==> src/rtl/sorted_key_table_find_or_insert_defines.svh <==
// Assertion macros used by the sorted key table engine.
`ifndef SORTED_KEY_TABLE_FIND_OR_INSERT_DEFINES_SVH
`define SORTED_KEY_TABLE_FIND_OR_INSERT_DEFINES_SVH

// Check that the consequent holds in the same cycle as the antecedent.
`define SKTFI_ASSERT_NOW(lbl, clk_s, rst_s, ante, cons, msg) \
	lbl: assert property (@(posedge clk_s) disable iff (!rst_s) (ante) |-> (cons)) \
		else $error(msg);

// Check that the consequent holds in the cycle after the antecedent.
`define SKTFI_ASSERT_NEXT(lbl, clk_s, rst_s, ante, cons, msg) \
	lbl: assert property (@(posedge clk_s) disable iff (!rst_s) (ante) |=> (cons)) \
		else $error(msg);

`endif

==> src/rtl/sktfi_pkg.sv <==
// Shared types and constants of the sorted key table.
package sktfi_pkg;

	localparam int KEY_W  = 31;
	localparam int SLOT_W = 6;
	localparam int USED_W = 7;

	// Request handed from the input queue to the search engine.
	typedef struct packed {
		logic             valid;
		logic [KEY_W-1:0] key;
	} sktfi_req_t;

endpackage

==> src/rtl/sktfi_front.sv <==
// Input side: accept keys and hold them in a two-entry queue for the engine.
module sktfi_front import sktfi_pkg::*; (
	input  logic             clk,
	input  logic             arst_n,
	input  logic             in_valid,
	output logic             in_ready,
	input  logic [KEY_W-1:0] lookup_key,
	output sktfi_req_t       req,
	input  logic             pop
);

	logic [KEY_W-1:0] entry_q [2];
	logic             wr_ptr_q;
	logic             rd_ptr_q;
	logic [1:0]       fill_q;
	logic             push;
	logic             pull;

	assign in_ready  = (fill_q != 2'd2);
	assign push      = in_valid && in_ready;
	assign pull      = pop && (fill_q != 2'd0);
	assign req.valid = (fill_q != 2'd0);
	assign req.key   = entry_q[rd_ptr_q];

	always_ff @(posedge clk) begin
		if (push) begin
			entry_q[wr_ptr_q] <= lookup_key;
		end
	end

	always_ff @(posedge clk or negedge arst_n) begin
		if (!arst_n) begin
			wr_ptr_q <= 1'b0;
			rd_ptr_q <= 1'b0;
			fill_q   <= 2'd0;
		end else begin
			if (push) begin
				wr_ptr_q <= ~wr_ptr_q;
			end
			if (pull) begin
				rd_ptr_q <= ~rd_ptr_q;
			end
			if (push && !pull) begin
				fill_q <= fill_q + 2'd1;
			end else if (pull && !push) begin
				fill_q <= fill_q - 2'd1;
			end
		end
	end

endmodule

==> src/rtl/sktfi_engine.sv <==
// Back end: binary search over the key memory, shift-insert and result register.
`include "sorted_key_table_find_or_insert_defines.svh"
module sktfi_engine import sktfi_pkg::*; #(
	parameter int TABLE_DEPTH = 64
) (
	input  logic              clk,
	input  logic              arst_n,
	input  sktfi_req_t        req,
	output logic              pop,
	output logic              out_valid,
	input  logic              out_ready,
	output logic [SLOT_W-1:0] slot_index,
	output logic              was_present,
	output logic              table_full,
	output logic [USED_W-1:0] entries_used
);

	localparam int AW = (TABLE_DEPTH > 1) ? $clog2(TABLE_DEPTH) : 1;
	localparam int CW = $clog2(TABLE_DEPTH + 1);
	localparam logic [CW-1:0] DEPTH_C = CW'(TABLE_DEPTH);

	localparam logic [2:0] ST_IDLE     = 3'd0;
	localparam logic [2:0] ST_PROBE    = 3'd1;
	localparam logic [2:0] ST_CMP      = 3'd2;
	localparam logic [2:0] ST_SHIFT_RD = 3'd3;
	localparam logic [2:0] ST_SHIFT_WR = 3'd4;
	localparam logic [2:0] ST_RESULT   = 3'd5;

	logic [KEY_W-1:0]  store_mem [TABLE_DEPTH];
	logic [KEY_W-1:0]  rd_data_q;
	logic [2:0]        state_q;
	logic [KEY_W-1:0]  key_q;
	logic [CW-1:0]     lo_q;
	logic [CW-1:0]     hi_q;
	logic [AW-1:0]     mid_q;
	logic [CW-1:0]     j_q;
	logic [CW-1:0]     count_q;
	logic [CW-1:0]     slot_q;
	logic              present_q;
	logic              full_q;
	logic              out_valid_q;
	logic [SLOT_W-1:0] slot_index_q;
	logic              was_present_q;
	logic              table_full_q;
	logic [USED_W-1:0] entries_used_q;

	logic [CW-1:0]        span;
	logic [CW-1:0]        mid_wide;
	logic [AW-1:0]        mid_c;
	logic [CW-1:0]        j_dec;
	logic                 mem_re;
	logic                 mem_we;
	logic [AW-1:0]        mem_raddr;
	logic [AW-1:0]        mem_waddr;
	logic [KEY_W-1:0]     mem_wdata;
	logic [CW+SLOT_W-1:0] slot_ext;
	logic [CW+USED_W-1:0] used_ext;

	assign span     = hi_q - lo_q;
	assign mid_wide = lo_q + (span >> 1);
	assign mid_c    = mid_wide[AW-1:0];
	assign j_dec    = j_q - CW'(1);
	assign slot_ext = {{SLOT_W{1'b0}}, slot_q};
	assign used_ext = {{USED_W{1'b0}}, count_q};

	assign pop = (state_q == ST_IDLE) && req.valid;

	// Probe reads at the midpoint; the shift reads the entry just below the hole.
	assign mem_re    = ((state_q == ST_PROBE) && (hi_q > lo_q))
	                || ((state_q == ST_SHIFT_RD) && (j_q > lo_q));
	assign mem_raddr = (state_q == ST_PROBE) ? mid_c : j_dec[AW-1:0];
	assign mem_we    = (state_q == ST_SHIFT_WR)
	                || ((state_q == ST_SHIFT_RD) && (j_q <= lo_q));
	assign mem_waddr = (state_q == ST_SHIFT_WR) ? j_q[AW-1:0] : lo_q[AW-1:0];
	assign mem_wdata = (state_q == ST_SHIFT_WR) ? rd_data_q : key_q;

	always_ff @(posedge clk) begin
		if (mem_we) begin
			store_mem[mem_waddr] <= mem_wdata;
		end
		if (mem_re) begin
			rd_data_q <= store_mem[mem_raddr];
		end
	end

	always_ff @(posedge clk or negedge arst_n) begin
		if (!arst_n) begin
			state_q        <= ST_IDLE;
			key_q          <= '0;
			lo_q           <= '0;
			hi_q           <= '0;
			mid_q          <= '0;
			j_q            <= '0;
			count_q        <= '0;
			slot_q         <= '0;
			present_q      <= 1'b0;
			full_q         <= 1'b0;
			out_valid_q    <= 1'b0;
			slot_index_q   <= '0;
			was_present_q  <= 1'b0;
			table_full_q   <= 1'b0;
			entries_used_q <= '0;
		end else begin
			// Drop the result once it transfers, unless a new one loads this cycle.
			if (out_valid_q && out_ready && (state_q != ST_RESULT)) begin
				out_valid_q <= 1'b0;
			end
			unique case (state_q)
				ST_IDLE: begin
					if (req.valid) begin
						key_q   <= req.key;
						lo_q    <= '0;
						hi_q    <= count_q;
						state_q <= ST_PROBE;
					end
				end
				ST_PROBE: begin
					if (hi_q > lo_q) begin
						mid_q   <= mid_c;
						state_q <= ST_CMP;
					end else if (count_q == DEPTH_C) begin
						slot_q    <= '0;
						present_q <= 1'b0;
						full_q    <= 1'b1;
						state_q   <= ST_RESULT;
					end else begin
						j_q     <= count_q;
						state_q <= ST_SHIFT_RD;
					end
				end
				ST_CMP: begin
					if (key_q == rd_data_q) begin
						slot_q    <= CW'(mid_q);
						present_q <= 1'b1;
						full_q    <= 1'b0;
						state_q   <= ST_RESULT;
					end else if (key_q < rd_data_q) begin
						hi_q    <= CW'(mid_q);
						state_q <= ST_PROBE;
					end else begin
						lo_q    <= CW'(mid_q) + CW'(1);
						state_q <= ST_PROBE;
					end
				end
				ST_SHIFT_RD: begin
					if (j_q > lo_q) begin
						state_q <= ST_SHIFT_WR;
					end else begin
						count_q   <= count_q + CW'(1);
						slot_q    <= lo_q;
						present_q <= 1'b0;
						full_q    <= 1'b0;
						state_q   <= ST_RESULT;
					end
				end
				ST_SHIFT_WR: begin
					j_q     <= j_dec;
					state_q <= ST_SHIFT_RD;
				end
				ST_RESULT: begin
					if (!out_valid_q || out_ready) begin
						out_valid_q    <= 1'b1;
						slot_index_q   <= slot_ext[SLOT_W-1:0];
						was_present_q  <= present_q;
						table_full_q   <= full_q;
						entries_used_q <= used_ext[USED_W-1:0];
						state_q        <= ST_IDLE;
					end
				end
				default: begin
					state_q <= ST_IDLE;
				end
			endcase
		end
	end

	assign out_valid    = out_valid_q;
	assign slot_index   = slot_index_q;
	assign was_present  = was_present_q;
	assign table_full   = table_full_q;
	assign entries_used = entries_used_q;

	`SKTFI_ASSERT_NOW(a_count_bound, clk, arst_n, 1'b1, count_q <= DEPTH_C, "entry count above depth")
	`SKTFI_ASSERT_NOW(a_full_only_when_full, clk, arst_n, (state_q == ST_RESULT) && full_q, count_q == DEPTH_C, "full result with room left")
	`SKTFI_ASSERT_NOW(a_hit_not_full, clk, arst_n, state_q == ST_RESULT, !(present_q && full_q), "hit and full at once")
	`SKTFI_ASSERT_NOW(a_shift_above_hole, clk, arst_n, state_q == ST_SHIFT_WR, j_q > lo_q, "shift below insertion slot")
	`SKTFI_ASSERT_NEXT(a_pop_starts_search, clk, arst_n, pop, state_q == ST_PROBE, "pop without search start")

endmodule

==> src/rtl/sorted_key_table_find_or_insert.sv <==
// Sorted key table: each transfer on the input brings one 31-bit key; the block
// binary-searches a table of up to TABLE_DEPTH keys kept in ascending unsigned
// order, reports the slot if the key is stored, and otherwise opens a hole by
// moving the higher entries up one slot and writes the key there. A key that is
// absent from a full table changes nothing and comes back with table_full set.
// Exactly one result transfer follows each input transfer, in order. Keys land
// in a two-entry queue, so input transfers continue while the engine works and
// while a result waits on the output, until the queue is full. The engine works
// one key at a time, on the key memory with a registered read: each probe is a
// read in PROBE and a compare in CMP, and each moved entry is a read in SHIFT_RD
// and a write in SHIFT_WR. A search makes at most ceil(log2(entries+1)) probes.
// The table contents are not cleared at reset; only the entry count is.
module sorted_key_table_find_or_insert import sktfi_pkg::*; #(
	parameter int TABLE_DEPTH = 64
) (
	input  logic              clk,
	input  logic              arst_n,
	input  logic              in_valid,
	output logic              in_ready,
	input  logic [KEY_W-1:0]  lookup_key,
	output logic              out_valid,
	input  logic              out_ready,
	output logic [SLOT_W-1:0] slot_index,
	output logic              was_present,
	output logic              table_full,
	output logic [USED_W-1:0] entries_used
);

	// Queued request toward the engine and its dequeue strobe.
	sktfi_req_t req;
	logic       pop;

	sktfi_front u_front (
		.clk        (clk),
		.arst_n     (arst_n),
		.in_valid   (in_valid),
		.in_ready   (in_ready),
		.lookup_key (lookup_key),
		.req        (req),
		.pop        (pop)
	);

	// Search, shift-insert and hold the result until the output transfer.
	sktfi_engine #(
		.TABLE_DEPTH (TABLE_DEPTH)
	) u_engine (
		.clk          (clk),
		.arst_n       (arst_n),
		.req          (req),
		.pop          (pop),
		.out_valid    (out_valid),
		.out_ready    (out_ready),
		.slot_index   (slot_index),
		.was_present  (was_present),
		.table_full   (table_full),
		.entries_used (entries_used)
	);

endmodule

==> config.mk <==
export PLATFORM = sky130hd
export DESIGN_NAME = sorted_key_table_find_or_insert
export DESIGN_NICKNAME = d
export VERILOG_FILES = /design/src/rtl/sktfi_pkg.sv /design/src/rtl/sktfi_front.sv /design/src/rtl/sktfi_engine.sv /design/src/rtl/sorted_key_table_find_or_insert.sv
export VERILOG_INCLUDE_DIRS = /design/src /design/src/rtl
export SDC_FILE = /design/constraint.sdc
export NUM_CORES = 2
export LEC_CHECK = 0
export BUFFER_PORTS_ARGS = -buffer_cell sky130_fd_sc_hd__buf_2
export CAP_MARGIN = 30
export CORE_MARGIN = 2
export CORE_UTILIZATION = 50
export CTS_BUF_LIST = sky130_fd_sc_hd__clkbuf_8
export DETAILED_ROUTE_END_ITERATION = 8
export GPL_ROUTABILITY_DRIVEN = 0
export GPL_TIMING_DRIVEN = 0
export PLACE_DENSITY = 0.66
export SKIP_LAST_GASP = 1
export SLEW_MARGIN = 20
export SYNTH_ARGS = -nofsm -noshare
export SYNTH_HDL_FRONTEND = slang
export SYNTH_SLANG_ARGS = --single-unit
export TNS_END_PERCENT = 5
==> constraint.sdc <==
create_clock -name clk -period 5.9 [get_ports clk]
set_input_delay 0 -clock clk [delete_from_list [all_inputs] [get_ports clk]]
set_output_delay 0 -clock clk [all_outputs]
set_load 0.005 [all_outputs]
-- Yosys cells after proc, flatten, opt, wreduce, memory -nomap -nowiden
Memory sizes are Yosys's and may differ from the RTL's. A register that Yosys moved wholly into a read port is not among the register bits.
Cells that the tools add are included.
- memory bits (writable): 2046
- output and inout port bits: 17
- memories kept: 2
- register bits: 65
- input port bits: 35
- memory list (name ; words ; bits a word ; rd ports ; clocked after memory_dff ; wr ports ; RTL line ; RTL):
    u_engine.store_mem ; 64 ; 31 ; 1 ; 1 ; 1 ; sktfi_engine.sv:29 ; logic [KEY_W-1:0] store_mem [TABLE_DEPTH];
    u_front.entry_q ; 2 ; 31 ; 1 ; 1 ; 1 ; sktfi_front.sv:12 ; logic [KEY_W-1:0] entry_q [2];
- reductions and logical operators: 32
- equal/unequal tests: 19
- $lt $le $gt $ge: 4
- bitwise gates (word level): 3
- multiplexer cells: 44
- add/subtract/negate cells: 7
- operators by type and width (cell ; number):
    $mux 7 ; 8
    $pmux 7 s2 ; 3
    $mux 6 ; 6
    $eq 31x31->1 ; 1
    $lt 31x31->1 ; 1
    $mux 31 ; 1
    $pmux 3 s6 ; 1
    $pmux 6 s3 ; 1
    $mux 1 ; 15
    $mux 3 ; 5
    $gt 7x7->1 ; 2
    $ne 2x2->1 const B ; 7
    $logic_and 1x1->1 ; 10
    $reduce_and 2->1 ; 5
    $ne 2x1->1 const B ; 4
    $reduce_and 4->1 ; 2
    $reduce_bool 2->1 ; 4
    $add 6x1->7 const B ; 1
    $add 7x1->7 const B ; 1
    $eq 7x7->1 const B ; 1
    $le 7x7->1 ; 1
    $sub 7x1->7 const B ; 1
    $sub 7x7->7 ; 1
    $add 6x6->6 ; 1
    other kinds (15) ; 26

-- Logic depth before layout (Yosys ltp)
- depth in word-level cells: 6
- gate-level depth with buffers: 19

-- Modules after synthesis
A second synthesis with hierarchy kept.
- cells, all modules: 5539
- area total of the unflattened synthesis: 88184.6 µm²
- by module, submodules not included (module ; cells each ; area an instance (µm²) ; sequential area each (µm²) ; instances):
    sktfi_engine ; 5424 ; 85597.1 ; 62810.2 ; 1
    sktfi_front ; 115 ; 2587.5 ; 1961.9 ; 1

-- Worst setup path after synthesis
Ideal clock, no wire load.
- path type: register to register
- from: register u_engine.state_q[1]
- to: memory u_engine.store_mem[0][30] (data pin)
- arrival: 3.939 ns
- cell stages (with the launch flop): 8
- library setup time: 0.702 ns
- clock period less this slack: 4.641 ns
- slack: 1.259 ns
- path through: dfrtp_1 > buf_2 > inv_1 > nand3_1 > clkbuf_1 > clkbuf_1 > clkbuf_1 > o21ai_0
- longest elaborated chain between the ends: 2
- ends and longest elaborated chain (element ; RTL line ; RTL):
    start, declared ; sktfi_engine.sv:31 ; logic [2:0] state_q;
    start signal, assigned ; sktfi_engine.sv:88 ; state_q <= ST_IDLE;
    start signal, assigned ; sktfi_engine.sv:114 ; state_q <= ST_PROBE;
    start signal, assigned ; sktfi_engine.sv:120 ; state_q <= ST_CMP;
    $eq 3x3->1 ; sktfi_engine.sv:75 ; assign mem_wdata = (state_q == ST_SHIFT_WR) ? rd_data_q : key_q;
    $mux 31 ; sktfi_engine.sv:75 ;
    named net u_engine.mem_wdata[30] ; sktfi_engine.sv:55 ; logic [KEY_W-1:0] mem_wdata;
    end, declared ; sktfi_engine.sv:29 ;
The timed path passes the listed nets, and every way through them passes these cells.

-- Worst setup path after layout
- from: register u_engine.lo_q[1]
- to: register u_engine.rd_data_q[12] (read register of u_engine.store_mem) (data pin)
- longest elaborated chain between the ends: 3
- ends and longest elaborated chain (element ; RTL line ; RTL):
    start, declared ; sktfi_engine.sv:33 ; logic [CW-1:0] lo_q;
    start signal, assigned ; sktfi_engine.sv:141 ; lo_q <= CW'(mid_q) + CW'(1);
    $sub 7x7->7 (tied with other cells) ; sktfi_engine.sv:59 ; assign span = hi_q - lo_q;
    $add 6x6->6 (tied with other cells) ; sktfi_engine.sv:60 ; assign mid_wide = lo_q + (span >> 1);
    $mux 6 or $logic_or 1x1->1 (tied branches) ; sktfi_engine.sv:71, sktfi_engine.sv:70 ;
    end, declared ; sktfi_engine.sv:30 ; logic [KEY_W-1:0] rd_data_q;
Several ways; a longest one is shown, not always the timed one.
A chain may end at the register's enable or synchronous reset.

==> results_dict.tcl <==
set metrics [dict create \
    crit_path_end_kind "flip-flop" \
    drt_iter0_drc 8839 \
    antenna_found_initial 18 \
    yosysWarnings 0 \
    ys_seq_area_share_pct 74.5 \
    nets 7120 \
    grt_max_degree 60 \
    dp_hpwl_um 187000 \
    syn_to_final_growth_pct 17.0 \
    numPortBuffers 51 \
    regToRegStartpoint "u_engine.lo_q[1]$_DFFE_PN0P_" \
    synth_edf_count 2077 \
    cp_common_cell "buf_2" \
    htreeDepth 5 \
    routedWlPerCell_um 27.9 \
    hold_violations 0 \
    slowest_delay_ns 0.57 \
    maxCapViolCount 0 \
    cpLargestDelayFamily "buffers and inverters" \
    drc 0 \
    ioPinCount 52 \
    synth_area_leaders "edfxtp_1 72%, nand2_1 7.6%, nand3_1 2.8%" \
    yosys.area.top_type_share_pct 71.8 \
    overflow 0 \
    fill_cells 13100 \
    core_um2 173000 \
    status "finished, violations left" \
    dpl.cell_count 8923 \
    ant_nets 0 \
    multiInputGateArea_um2 21100 \
    finalMaxSlewViolations 0 \
    root_buffer "clkbuf_8" \
    arrival_ns 6.85 \
    cts_tree "built" \
    initial_core_util_pct 50.2 \
    crit_fanout 10 \
    vias 58400 \
    yosys.area.top_type "edfxtp_1" \
    row_count 153 \
    setup-violations-final 13 \
    die_x_um 421 \
    async_reset_ff_share_pct 4.42 \
    vias_per_cell 6.08 \
    period_needed_ns 6.05 \
    hold_start "lookup_key[20]" \
    synth-seq-cells 2173 \
    drive_gt1_share_pct 13.8 \
    crit_buf_inv 5 \
    synth_area_um2 86900 \
    ys_types 68 \
    clk_pin_slew_worst_paths_ns 0.06 \
    tightestPinTransition_ns 1.07 \
    crit_type "flip-flop to flip-flop" \
    die_h_um 421 \
    synth_ff_type "edfxtp_1" \
    register_area_um2 64800 \
    cts_buffers 355 \
    violations "negative setup slack" \
    crit_path_top_delay_cell "dfrtp_1" \
    clock-sinks 2173 \
    cp-start-kind "flip-flop" \
    crit_path_start "u_engine.lo_q[1]$_DFFE_PN0P_" \
    grt_pass1_vias 56100 \
    holdWs_ns 0.206 \
    finalWorstSetupSlack_ns -0.150 \
    avgSynthCellArea_um2 13.6 \
    synth_common_cells "2077 x edfxtp_1, 1766 x nand2_1, 493 x nand3_1, 244 x a21oi_1, 230 x clkbuf_1" \
    first_pass_iters 7 \
    finalClockSkew_ns 0.0754 \
    min_period_over_period_pct 103 \
    yosysMostFrequentCell "edfxtp_1" \
    clock_latency_ns 1.10 \
    clock_path_buffers 4 \
    required_ns 6.71 \
    layoutNonFillerInstCount 9599 \
    totalWireLength_um 268000 \
    max_clock_freq_mhz 165 \
    crit_path_cell_trace "inv_1 > ha_1 > nor2b_1 > o21ai_0 > a21boi_0 > nor2_1 > ha_1 > xnor2_2 > o21a_1 > buf_2 > buf_2 > buf_2 > clkbuf_2 > nand3_1 > a21oi_1 > nor2_1 > nand3_1 > nand4_1" \
    max_slew_margin_pct 28.6 \
    die_area_um2 177000 \
    syn-num-nets 6485 \
    grt_pass1_wl_um 383000 \
    min_path_type "input port to flip-flop" \
    rsz0062_at_grt "true" \
    gr-usage-all-layers_pct 29.8 \
    synthesis.instances 6392 \
]
[worst reg2reg max path, delay by kind of cell, from the launching register on]
kind | cells | cell delay, ns
buffers and inverters | 5 | 2.03
XOR/XNOR | 1 | 0.34
AND/OR/NAND/NOR | 6 | 1.20
adder cells (fa/ha/maj) | 2 | 0.66
AO/OA/AOI/OAI | 4 | 1.00
flip-flops | 1 | 0.57
[sequential cells by signal, summed over array words and instances, names as in the netlist, 2 cells and up]
register,flops
u_engine.slot_index,6
u_engine.lo_q,7
u_front.fill_q,2
u_engine.key_q,31
u_engine.rd_data_q,31
u_engine.count_q,7
u_engine.slot_q,6
u_engine.entries_used,7
u_front.entry_q,62
u_engine.mid_q,6
u_engine.state_q,3
u_engine.j_q,7
u_engine.hi_q,7
u_engine.store_mem,1984
[cell usage in the layout, fill, tap and decap left out, types with 18 or more instances in the layout]
cell type and n:
edfxtp_1 2077, nand2_1 1766, nand3_1 485, clkbuf_8 374, a21oi_1 244, clkbuf_1 216
inv_1 191, a31oi_1 190, and3_1 186, buf_2 163, mux2i_1 103, buf_16 99
dfrtp_1 96, clkinv_1 73, o22ai_1 69, dlygate4sd3_1 69, nor2_1 67, nor2_4 65
mux4_2 64, ha_1 56, o21ai_0 55, or4_1 51, buf_12 45, nand4_1 42
buf_1 33, o21ai_4 31, o221ai_1 31, a221oi_1 30, a31o_2 30, clkinv_2 20
xnor2_1 18
[repair_timing]
item                                    CTS  global route
resized for setup                         4            51
setup buffers                             0             0
pin swaps                                 0             0
endpoints found under the setup margin   21            31
hold endpoints to repair                241             0
hold buffers                             70             0
[stage by stage]
stage	setup WS, ns	area, um2	setup TNS [ns]	utilization (%)
floorplan	1.26	86900	0	-
global placement	-5.26	90100	-8266.47	52.0
detailed placement	-0.173	94700	-0.937	54.7
CTS	-0.0232	102000	-0.0444	58.6
global route	-0.170	102000	-2.54	58.7
finish	-0.150	102000	-0.877	58.7
[metal layers]
layer	part of all wire, %	vias up	GRT usage, %
met5	0.084	-	0
met4	5.6	14	15.0
met3	12	665	8.98
met2	44	3757	44.2
met1	38	29000	39.9
li1	-	25000	-
[final timing paths]
path / cells past startpoint / end / slack [ns]
setup / recovery: 18 / u_engine.rd_data_q[12]$_DFFE_PN_ / -0.15
hold / removal: 3 / u_front.entry_q[1][20]$_DFFE_PP_ / 0.21
setup reg to reg: 18 / u_engine.rd_data_q[12]$_DFFE_PN_ / -0.15
hold reg to reg: 1 / u_engine.slot_q[0]$_DFFE_PN0P_ / 0.49
max in group asynchronous: 6 / u_engine.count_q[5]$_DFFE_PN0P_ / 4.82
min in group asynchronous: 5 / u_engine.j_q[4]$_DFFE_PN0P_ / 0.51
[cell type report]
type | instances | share of cell area [%]
Clock buffer | 374 | 5.06
Buffer | 398 | 1.73
Clock inverter | 225 | 0.971
Timing Repair Buffer | 278 | 4.68
Inverter | 67 | 0.247
Antenna cell | 5 | 0.0123
Sequential cell | 2173 | 63.7
Tap cell | 2325 | 2.86
Multi-Input combinational cell | 3754 | 20.8
[logic make-up after synthesis]
family / after synthesis / share of synthesized area, %
AND/OR/NAND/NOR: 2728 / 13.6
flip-flops: 2173 / 74.5
AO/OA/AOI/OAI: 754 / 5.37
buffers and inverters: 465 / 2.28
multiplexers: 187 / 3.13
adder cells (fa/ha/maj): 58 / 0.852
XOR/XNOR: 27 / 0.272
Power is left out: the tool's default activity adds up to more than one toggle a clock period on the data nets, which glitch-free logic cannot reach.
